===== src/hw/rtl/ksta_pkg.sv =====
// Package for the key slot toggle allocator: sizes, transfer payload types,
// result status codes and the sequencer state type. No dependencies.
package ksta_pkg;

  localparam int SLOT_COUNT = 32;
  localparam int KEY_BITS   = 64;
  localparam int TIME_BITS  = 32;

  localparam int SLOT_IDX_BITS = (SLOT_COUNT > 1) ? $clog2(SLOT_COUNT) : 1;
  localparam int CNT_BITS      = $clog2(SLOT_COUNT + 1);

  localparam logic [1:0] ST_ADMITTED = 2'd0;
  localparam logic [1:0] ST_RELEASED = 2'd1;
  localparam logic [1:0] ST_FULL     = 2'd2;

  typedef struct packed {
    logic [63:0] entry_key;
    logic [31:0] entry_time;
  } req_t;

  typedef struct packed {
    logic [1:0] status;
    logic [5:0] slot_number;
    logic [5:0] occupied_count;
    logic [5:0] free_count;
  } rsp_t;

  typedef struct packed {
    logic [KEY_BITS-1:0]  key;
    logic [TIME_BITS-1:0] stamp;
  } entry_t;

  typedef enum logic [1:0] {
    S_IDLE,
    S_SCAN,
    S_DRAIN,
    S_FINISH
  } state_t;

endpackage


===== src/hw/rtl/key_slot_toggle_allocator.sv =====
// Top level of the key slot toggle allocator: sequencer, valid bits and counts.
// Depends on ksta_pkg and on ksta_ram for the key and timestamp store.
//
// Each request transfer carries a key and a timestamp. If a slot holds the key, that
// slot is freed and the response reports it released; otherwise the lowest free slot
// (numbered from 1) takes the key and the response reports it admitted, or full with
// slot 0 when no slot is free. Every response carries the occupied and free counts
// after the request. The slot store has a single read port, and the scan reads one
// slot per cycle through one key comparator, then does the last compare in S_DRAIN
// and the write-back in S_FINISH, once the output register can take the response.
// Valid bits are flip-flops cleared by reset, so no clearing pass is needed. A finished
// response waits in an output register, and the next request is taken meanwhile.
module key_slot_toggle_allocator
  import ksta_pkg::*;
(
  input  logic clk,
  input  logic rst,
  input  logic req_valid,
  output logic req_stall,
  input  req_t req,
  output logic rsp_valid,
  input  logic rsp_stall,
  output rsp_t rsp
);

  state_t state;
  state_t state_next;

  logic [SLOT_COUNT-1:0]    slot_valid;
  logic [CNT_BITS-1:0]      held;
  logic [CNT_BITS-1:0]      held_next;
  logic [KEY_BITS-1:0]      cur_key;
  logic [TIME_BITS-1:0]     cur_time;
  logic [SLOT_IDX_BITS-1:0] scan_idx;
  logic [SLOT_IDX_BITS-1:0] cmp_idx;
  logic                     cmp_pending;
  logic                     hit_found;
  logic [SLOT_IDX_BITS-1:0] hit_idx;
  logic                     empty_found;
  logic [SLOT_IDX_BITS-1:0] empty_idx;

  logic   accept;
  logic   rd_en;
  logic   commit;
  logic   scan_last;
  logic   wr_en;
  entry_t wr_entry;
  entry_t rd_entry;
  rsp_t   rsp_next;

  ksta_ram #(
    .WIDTH($bits(entry_t)),
    .DEPTH(SLOT_COUNT)
  ) u_store (
    .clk    (clk),
    .wr_en  (wr_en),
    .wr_addr(empty_idx),
    .wr_data(wr_entry),
    .rd_en  (rd_en),
    .rd_addr(scan_idx),
    .rd_data(rd_entry)
  );

  assign scan_last = (scan_idx == SLOT_IDX_BITS'(SLOT_COUNT - 1));

  always_comb begin
    state_next = state;
    case (state)
      S_IDLE: begin
        if (req_valid) begin
          state_next = S_SCAN;
        end
      end
      S_SCAN: begin
        if (scan_last) begin
          state_next = S_DRAIN;
        end
      end
      S_DRAIN: begin
        state_next = S_FINISH;
      end
      S_FINISH: begin
        if (!rsp_valid || !rsp_stall) begin
          state_next = S_IDLE;
        end
      end
      default: begin
        state_next = S_IDLE;
      end
    endcase
  end

  always_comb begin
    req_stall = 1'b1;
    rd_en     = 1'b0;
    commit    = 1'b0;
    case (state)
      S_IDLE: begin
        req_stall = 1'b0;
      end
      S_SCAN: begin
        rd_en = 1'b1;
      end
      S_FINISH: begin
        commit = !rsp_valid || !rsp_stall;
      end
      default: begin
        req_stall = 1'b1;
      end
    endcase
  end

  assign accept = req_valid && !req_stall;

  assign wr_en          = commit && !hit_found && empty_found;
  assign wr_entry.key   = cur_key;
  assign wr_entry.stamp = cur_time;

  always_comb begin
    held_next            = held;
    rsp_next.status      = ST_FULL;
    rsp_next.slot_number = 6'd0;
    if (hit_found) begin
      if (held != '0) begin
        held_next = held - CNT_BITS'(1);
      end
      rsp_next.status      = ST_RELEASED;
      rsp_next.slot_number = 6'(CNT_BITS'(hit_idx) + CNT_BITS'(1));
    end else if (empty_found) begin
      if (held != CNT_BITS'(SLOT_COUNT)) begin
        held_next = held + CNT_BITS'(1);
      end
      rsp_next.status      = ST_ADMITTED;
      rsp_next.slot_number = 6'(CNT_BITS'(empty_idx) + CNT_BITS'(1));
    end
    rsp_next.occupied_count = 6'(held_next);
    rsp_next.free_count     = 6'(CNT_BITS'(SLOT_COUNT) - held_next);
  end

  always_ff @(posedge clk) begin
    if (rst) begin
      state       <= S_IDLE;
      slot_valid  <= '0;
      held        <= '0;
      cmp_pending <= 1'b0;
      rsp_valid   <= 1'b0;
    end else begin
      state       <= state_next;
      cmp_pending <= rd_en;
      if (commit) begin
        held      <= held_next;
        rsp_valid <= 1'b1;
        if (hit_found) begin
          slot_valid[hit_idx] <= 1'b0;
        end else if (empty_found) begin
          slot_valid[empty_idx] <= 1'b1;
        end
      end else if (rsp_valid && !rsp_stall) begin
        rsp_valid <= 1'b0;
      end
    end
  end

  always_ff @(posedge clk) begin
    if (accept) begin
      cur_key     <= req.entry_key[KEY_BITS-1:0];
      cur_time    <= req.entry_time;
      scan_idx    <= '0;
      hit_found   <= 1'b0;
      empty_found <= 1'b0;
    end else begin
      if (rd_en && !scan_last) begin
        scan_idx <= scan_idx + SLOT_IDX_BITS'(1);
      end
      if (cmp_pending) begin
        if (slot_valid[cmp_idx]) begin
          if (!hit_found && (rd_entry.key == cur_key)) begin
            hit_found <= 1'b1;
            hit_idx   <= cmp_idx;
          end
        end else if (!empty_found) begin
          empty_found <= 1'b1;
          empty_idx   <= cmp_idx;
        end
      end
    end
    if (rd_en) begin
      cmp_idx <= scan_idx;
    end
    if (commit) begin
      rsp <= rsp_next;
    end
  end

endmodule


===== src/hw/rtl/ksta_ram.sv =====
// Generic single-port-write, single-port-read RAM with a registered read.
// Width and depth are parameters; no package dependencies.
module ksta_ram #(
  parameter int WIDTH = 8,
  parameter int DEPTH = 16
) (
  input  logic                                      clk,
  input  logic                                      wr_en,
  input  logic [((DEPTH > 1) ? $clog2(DEPTH) : 1)-1:0] wr_addr,
  input  logic [WIDTH-1:0]                          wr_data,
  input  logic                                      rd_en,
  input  logic [((DEPTH > 1) ? $clog2(DEPTH) : 1)-1:0] rd_addr,
  output logic [WIDTH-1:0]                          rd_data
);

  logic [WIDTH-1:0] mem [DEPTH];

  always_ff @(posedge clk) begin
    if (wr_en) begin
      mem[wr_addr] <= wr_data;
    end
    if (rd_en) begin
      rd_data <= mem[rd_addr];
    end
  end

endmodule


===== config.mk =====
export PLATFORM = sky130hd
export DESIGN_NAME = key_slot_toggle_allocator
export DESIGN_NICKNAME = d
export VERILOG_FILES = /design/src/hw/rtl/ksta_pkg.sv /design/src/hw/rtl/key_slot_toggle_allocator.sv /design/src/hw/rtl/ksta_ram.sv
export SDC_FILE = /design/constraint.sdc
export NUM_CORES = 2
export LEC_CHECK = 0
export ABC_AREA = 0
export BUFFER_PORTS_ARGS = -buffer_cell sky130_fd_sc_hd__buf_2
export CORE_MARGIN = 3
export CORE_UTILIZATION = 30
export DETAILED_ROUTE_END_ITERATION = 10
export GPL_ROUTABILITY_DRIVEN = 0
export GPL_TIMING_DRIVEN = 0
export SKIP_CTS_REPAIR_TIMING = 1
export SYNTH_ARGS = -nofsm -noshare
export SYNTH_HDL_FRONTEND = slang
export SYNTH_SLANG_ARGS = --single-unit

===== constraint.sdc =====
create_clock -name clk -period 6.6 [get_ports clk]
set_input_delay 0.66 -clock clk [delete_from_list [all_inputs] [get_ports clk]]
set_output_delay 0.66 -clock clk [all_outputs]
set_load 0.1 [all_outputs]

# Yosys cells after proc, flatten, opt, wreduce, memory -nomap -nowiden
# Memories as Yosys holds them, arrays and structs flattened. A register that Yosys moved wholly into a read port is not among the register bits.
# Cells that the tools add are included.
[word_totals]
reg_bits = 180
mem_bits_rw = 3072
inputBits = 100
output_inout_bits = 22
elab_cells = 92
n_memories = 1
[mem_list]
columns = ["name", "depth", "word_bits", "read_ports", "rd_ports_with_merged_regs", "wr", "line", "rtl"]
rows = [
  ["u_store.mem", 32, 96, 1, 1, 1, "ksta_ram.sv:16", "logic [WIDTH-1:0] mem [DEPTH];"],
]
[op_classes]
n_addsub = 6
order_cmp = 5
eq_ne = 9
mux = 25
bitwise_logic = 6
reduce_logical = 23
[ops]
columns = ["operator", "n"]
rows = [
  ["== test 64 bit", 1],
  ["two-way mux 32 bit", 2],
  ["AND 32 bit", 1],
  ["inverter 32 bit", 1],
  ["OR 32 bit", 1],
  ["two-way mux 6 bit", 5],
  ["< comparator 5 x 6 -> 1 bit (second input constant)", 3],
  ["adder 5 x 1 -> 6 bit (second input constant)", 2],
  ["demux 1 bit (select 5 bit)", 2],
  ["greater-or-equal comparator 5 x 1 -> 1 bit (second input constant)", 2],
  ["two-way mux 1 bit", 10],
  ["logical AND 1 bit", 8],
  ["two-way mux 8 bit", 1],
  ["case mux 2 bit (4 select lines)", 1],
  ["AND reduction 4 bit", 2],
  ["adder 6 x 1 -> 6 bit (second input constant)", 1],
  ["two-way mux 2 bit", 3],
  ["inequality test 2 bit (second input constant)", 3],
  ["inequality test 6 bit (second input constant)", 1],
  ["AND reduction 3 bit", 2],
  ["nonzero test 6 bit", 1],
  ["subtractor 6 x 1 -> 6 bit (second input constant)", 1],
  ["subtractor 6 bit (first input constant)", 1],
  ["adder 5 x 1 -> 5 bit (second input constant)", 1],
  ["other kinds (10)", 18],
]

# Logic depth before layout (Yosys ltp)
[logic_depth]
depth_word = 7
ltp_mapped = 10
depth_no_buf = 10

# Hierarchy
# A second synthesis with hierarchy kept.
[unflattened]
hier_cells = 6256
hier_area_um2 = 127454.7
[modules_own_cells]
columns = ["module", "instances", "cells_each", "area_per_inst_um2", "seq_area_each_um2"]
rows = [
  ["ksta_ram", 1, 5604, 119514.6, 95131.2],
  ["key_slot_toggle_allocator", 1, 652, 7940.1, 4884.7],
]

# Worst setup path before layout
# No wires, ideal clock.
[synth_timing]
path_kind = "flip-flop to flip-flop"
startpoint = "reg rsp_valid"
endpoint = "mem u_store.mem[7][32] in the netlist's numbering (enable)"
setup_time_ns = 0.567
arrival_time_ns = 5.923
t_required_ns = 6.033
setup_slack_ns = 0.110
stages_incl_launch_ff = 7
n_path_buf = 1
synth_period_minus_slack_ns = 6.490
cell_sequence = "dfxtp_1 -> a21bo_2 -> clkbuf_1 -> inv_1 -> and3_1 -> nand2_1 -> nor3_1"
[synth_between]
elab_chain_cells = 7
[synth_rtl]
columns = ["item", "line", "rtl"]
rows = [
  ["start: declaration", "key_slot_toggle_allocator.sv:21", "output logic rsp_valid,"],
  ["start signal: assignment", "key_slot_toggle_allocator.sv:146", "rsp_valid <= 1'b0;"],
  ["start signal: assignment", "key_slot_toggle_allocator.sv:152", "rsp_valid <= 1'b1;"],
  ["start signal: assignment", "key_slot_toggle_allocator.sv:159", "rsp_valid <= 1'b0;"],
  ["zero test 1 bit", "key_slot_toggle_allocator.sv:105", "commit = !rsp_valid || !rsp_stall;"],
  ["logical OR 1 bit", "key_slot_toggle_allocator.sv:105", ""],
  ["two-way mux 1 bit", "key_slot_toggle_allocator.sv:97", "case (state)"],
  ["logical AND 1 bit (2 in a row)", "key_slot_toggle_allocator.sv:115", "assign wr_en = commit && !hit_found && empty_found;"],
  ["two-way mux 1 bit", "ksta_ram.sv:19", "if (wr_en) begin"],
  ["two-way mux 1 bit (not written as such)", "ksta_ram.sv:20", "mem[wr_addr] <= wr_data;"],
  ["end: declaration", "ksta_ram.sv:16", ""],
]
# No other way between the ends.

==> metrics.md <==
| Metric | Value |
|---|---|
| Status | `finished with violations` |
| Failing checks | `capacitance limit` |
| DRC Markers | `0` |
| Bufs on Longest Clock Path | `3` |
| Num CTS Buffers | `218` |
| Vias per Instance | `5.10` |
| First-pass DRT Iterations | `6` |
| Post-Route WL | `221000 um` |
| Critical Path RT | `7.17 ns` |
| Initial Util | `30.2%` |
| Hold Path End | `cur_key[12]` |
| Reg2Reg Depth | `6` |
| Switching Share | `27.3%` |
| Clock share of power | `32.9%` |
| Final worst slack | `1.94 ns` |
| Hold Vio Cnt, Final | `0` |
| Worst Path Arrival | `5.23 ns` |
| Clock root cell | `clkbuf_16` |
| Area contributors post-synth | `edfxtp_1 (77%), mux4_2 (17%), dfxtp_1 (1.1%), mux2_2 (0.84%), clkbuf_1 (0.46%)` |
| Crit share post-route | `70.6%` |
| R2R Path Start | `scan_idx[1]` |
| GR Util All Layers | `14.9%` |
| Hold Path Depth | `1` |
| Rows | `196` |
| Ports | `122` |
| R2r setup slk | `1.94 ns` |
| # setup viols final | `0` |
| Nets | `4191` |
| Setup WS pre-CTS | `1.99 ns` |
| Maxcap violations | `1` |
| Die Wd | `542 um` |
| Ys Warns | `0` |
| Post-route design area | `0.101 mm^2` |
| Critical path type | `flop to flop` |
| Syn Inst Count | `3609` |
| Crit start category | `flop` |
| Tmin final | `4.66 ns` |
| EDFF count, synth | `2210` |
| Async SR Flop Fraction | `0%` |
| Core Box Area | `0.285 mm^2` |
| Worst skew pair latency | `0.86 ns` |
| Fillers | `26100` |
| Vias in the first global route | `41500` |
| CP max FO | `10` |
| Fmax | `215 MHz` |
| P per Cell Area | `362 mW/mm^2` |
| CTS clk-pin slew, worst paths | `0.06 ns` |
| Post-synthesis net count | `3728` |
| H-tree Lvls | `4` |
| Post-DP HPWL | `143000 um` |
| Pin count of the biggest net entering global routing | `43` |
| P_sw | `9.96 mW` |
| Area grow syn2layout | `17.2%` |
| Comb power frac | `18.3%` |
| HP Start | `req[44]` |
| Slew Limit Fails | `0` |
| Share of power burned in registers | `48.9%` |
| Worst hold-check path type | `input port to flop` |
| Clock Skew | `0.0567 ns` |
| Power Internal | `26.6 mW` |
| Share of the synthesized area in the top cell type | `77.0%` |
| CTS tree | `built` |
| Vias | `40900` |
| CP endpoint kind | `flop` |
| DP Area | `0.0937 mm^2` |
| LEAKAGE | `30.3 nW` |
| #FFs+latches synth | `2259` |
| Wire length per cell | `27.6 um` |
| Port buffer count | `89` |
| FF-to-FF End | `u_store.rd_data[60]` |
| CTS sink count | `2259` |
| DRT iter0 DRCs | `5068` |
| Rel. slew slack | `1.64%` |
| First-pass GRT wire length | `315000 um` |
| Sequential cell area fraction in the yosys report | `78.1%` |
| Yosys top cell by area | `edfxtp_1` |
| Die Footprint | `0.294 mm^2` |
| Most used flip-flop cell after synthesis | `edfxtp_1` |
| Layout cell share with drive strength beyond 1 | `30.6%` |
| Syn Std Cell Area | `0.0862 mm^2` |
| Initial antenna violation count | `9` |
| Worst-Margin Slew | `1.46 ns` |
| Antenna-violating nets left | `0` |
| Die Ht | `542 um` |
| Gr ovfl total | `0` |
| Peak supply drop | `0.293 mV` |
| RSZ-0062 raised after global routing | `no` |
| Cell variety after synth | `56` |
| Syn Area/Cell | `23.9 um^2` |
worst max-delay path, cell delays in order, from the launching register on:
cell      delay (ns)
dfxtp_1         0.52
clkbuf_1        0.64
clkbuf_1        1.08
clkbuf_1        0.81
mux4_2          0.42
mux4_2          0.56
mux2_2          0.35
area by class of cell:
class                      count  area [um^2]  area share (%)
timing repair buffer         243         2990            2.96
sequential                  2259        67300            66.7
inverter                      35          136           0.135
clock inverter               116         1070            1.06
buffer                       176          754           0.747
antenna                        2         5.00         0.00495
tap                         3762         4710            4.66
multi-input combinational   1139        18200            18.0
clock buffer                 284         5780            5.72
worst max path at each step:
stage                           start                   to  depth (start not counted)
after global routing      scan_idx[1]  u_store.rd_data[60]                          6
after CTS                 scan_idx[1]  u_store.rd_data[60]                          6
after global placement      rsp_stall   u_store.mem[7][94]                          7
after detailed placement  scan_idx[1]  u_store.rd_data[47]                          6
after floorplan             rsp_valid   u_store.mem[7][32]                          6
final                     scan_idx[1]  u_store.rd_data[60]                          6
power groups by stage:
| stage | clock network [mW] | registers (mW) | logic [mW] |
|---|---|---|---|
| 2_1_floorplan | 0 | 17.8 | 4.32 |
| 3_3_place_gp | 0 | 18.1 | 6.65 |
| 3_5_place_dp | 0 | 18.2 | 6.76 |
| 4_1_cts | 12.3 | 17.9 | 6.78 |
| 5_1_grt | 12.9 | 18.0 | 7.04 |
| 6_report | 12.0 | 17.9 | 6.67 |
synthesized netlist by cell type (12+ instances only):
cell type and count:
nand4_1 14, nand2_1 46, nor3_1 12, buf_1 17, a21oi_1 23, clkbuf_1 105, o22ai_1 16, mux2i_1 22
ha_1 19, mux4_2 640, xnor2_1 28, dfxtp_1 49, buf_2 50, mux2_2 64, xor2_1 35, edfxtp_1 2210
nand3_1 17, nor2_1 84, nor4_1 12, inv_1 34
layer usage:
metal	vias to the layer above	GRT usage (%)	wire (um)
met3	280	2.68	17300
met2	1791	23.8	106000
met1	22400	21.3	94100
li1	16400	-	-
met4	0	3.31	4300
met5	-	0	0
cells by family after synthesis:
logic type	count (synthesis)	synth area share, %
flip-flops	2259	78.1
multiplexers	726	17.8
buffers and inverters	211	1.01
AO/OA/AOI/OAI	109	0.894
XOR/XNOR	63	0.640
adder cells (fa/ha/maj)	19	0.276
AND/OR/NAND/NOR	222	1.23
per-stage QoR:
stage	instances	hold WS (ns)	total power [mW]	utilization, %	setup TNS [ns]
2_1_floorplan	3609	0.406	22.2	-	0
3_3_place_gp	7460	0.442	24.8	32.0	-5286.66
3_5_place_dp	7565	0.454	24.9	32.8	0
4_1_cts	7965	-0.102	36.9	35.2	0
5_1_grt	8014	0.0000841	37.9	35.4	0
6_report	8016	0.0297	36.5	35.4	0
flip-flops by register name, summed over array words and instances (netlist names):
name / flops
state: 2
u_store.rd_data: 64
empty_idx: 5
cmp_pending: 1
rsp: 19
slot_valid: 32
empty_found: 1
scan_idx: 5
hit_found: 1
cur_key: 64
cmp_idx: 5
held: 6
hit_idx: 5
rsp_valid: 1
u_store.mem: 2048
layout by cell type, fill, tap and decap left out, types with 17 or more instances in the layout:
master / netlist / final
mux2i_1: 22 / 22
a21oi_1: 23 / 23
mux2_2: 64 / 64
dfxtp_1: 49 / 49
inv_1: 34 / 34
nand2_1: 46 / 46
dlygate4sd3_1: 0 / 49
buf_12: 0 / 87
clkbuf_1: 105 / 158
xor2_1: 35 / 35
clkbuf_16: 0 / 221
nand3_1: 17 / 17
buf_2: 50 / 139
edfxtp_1: 2210 / 2210
xnor2_1: 28 / 28
clkinv_1: 1 / 45
ha_1: 19 / 18
nor2_1: 84 / 54
nor2_4: 0 / 30
clkinv_2: 0 / 38
mux4_2: 640 / 640
Power figures use the tool's default switching activity.
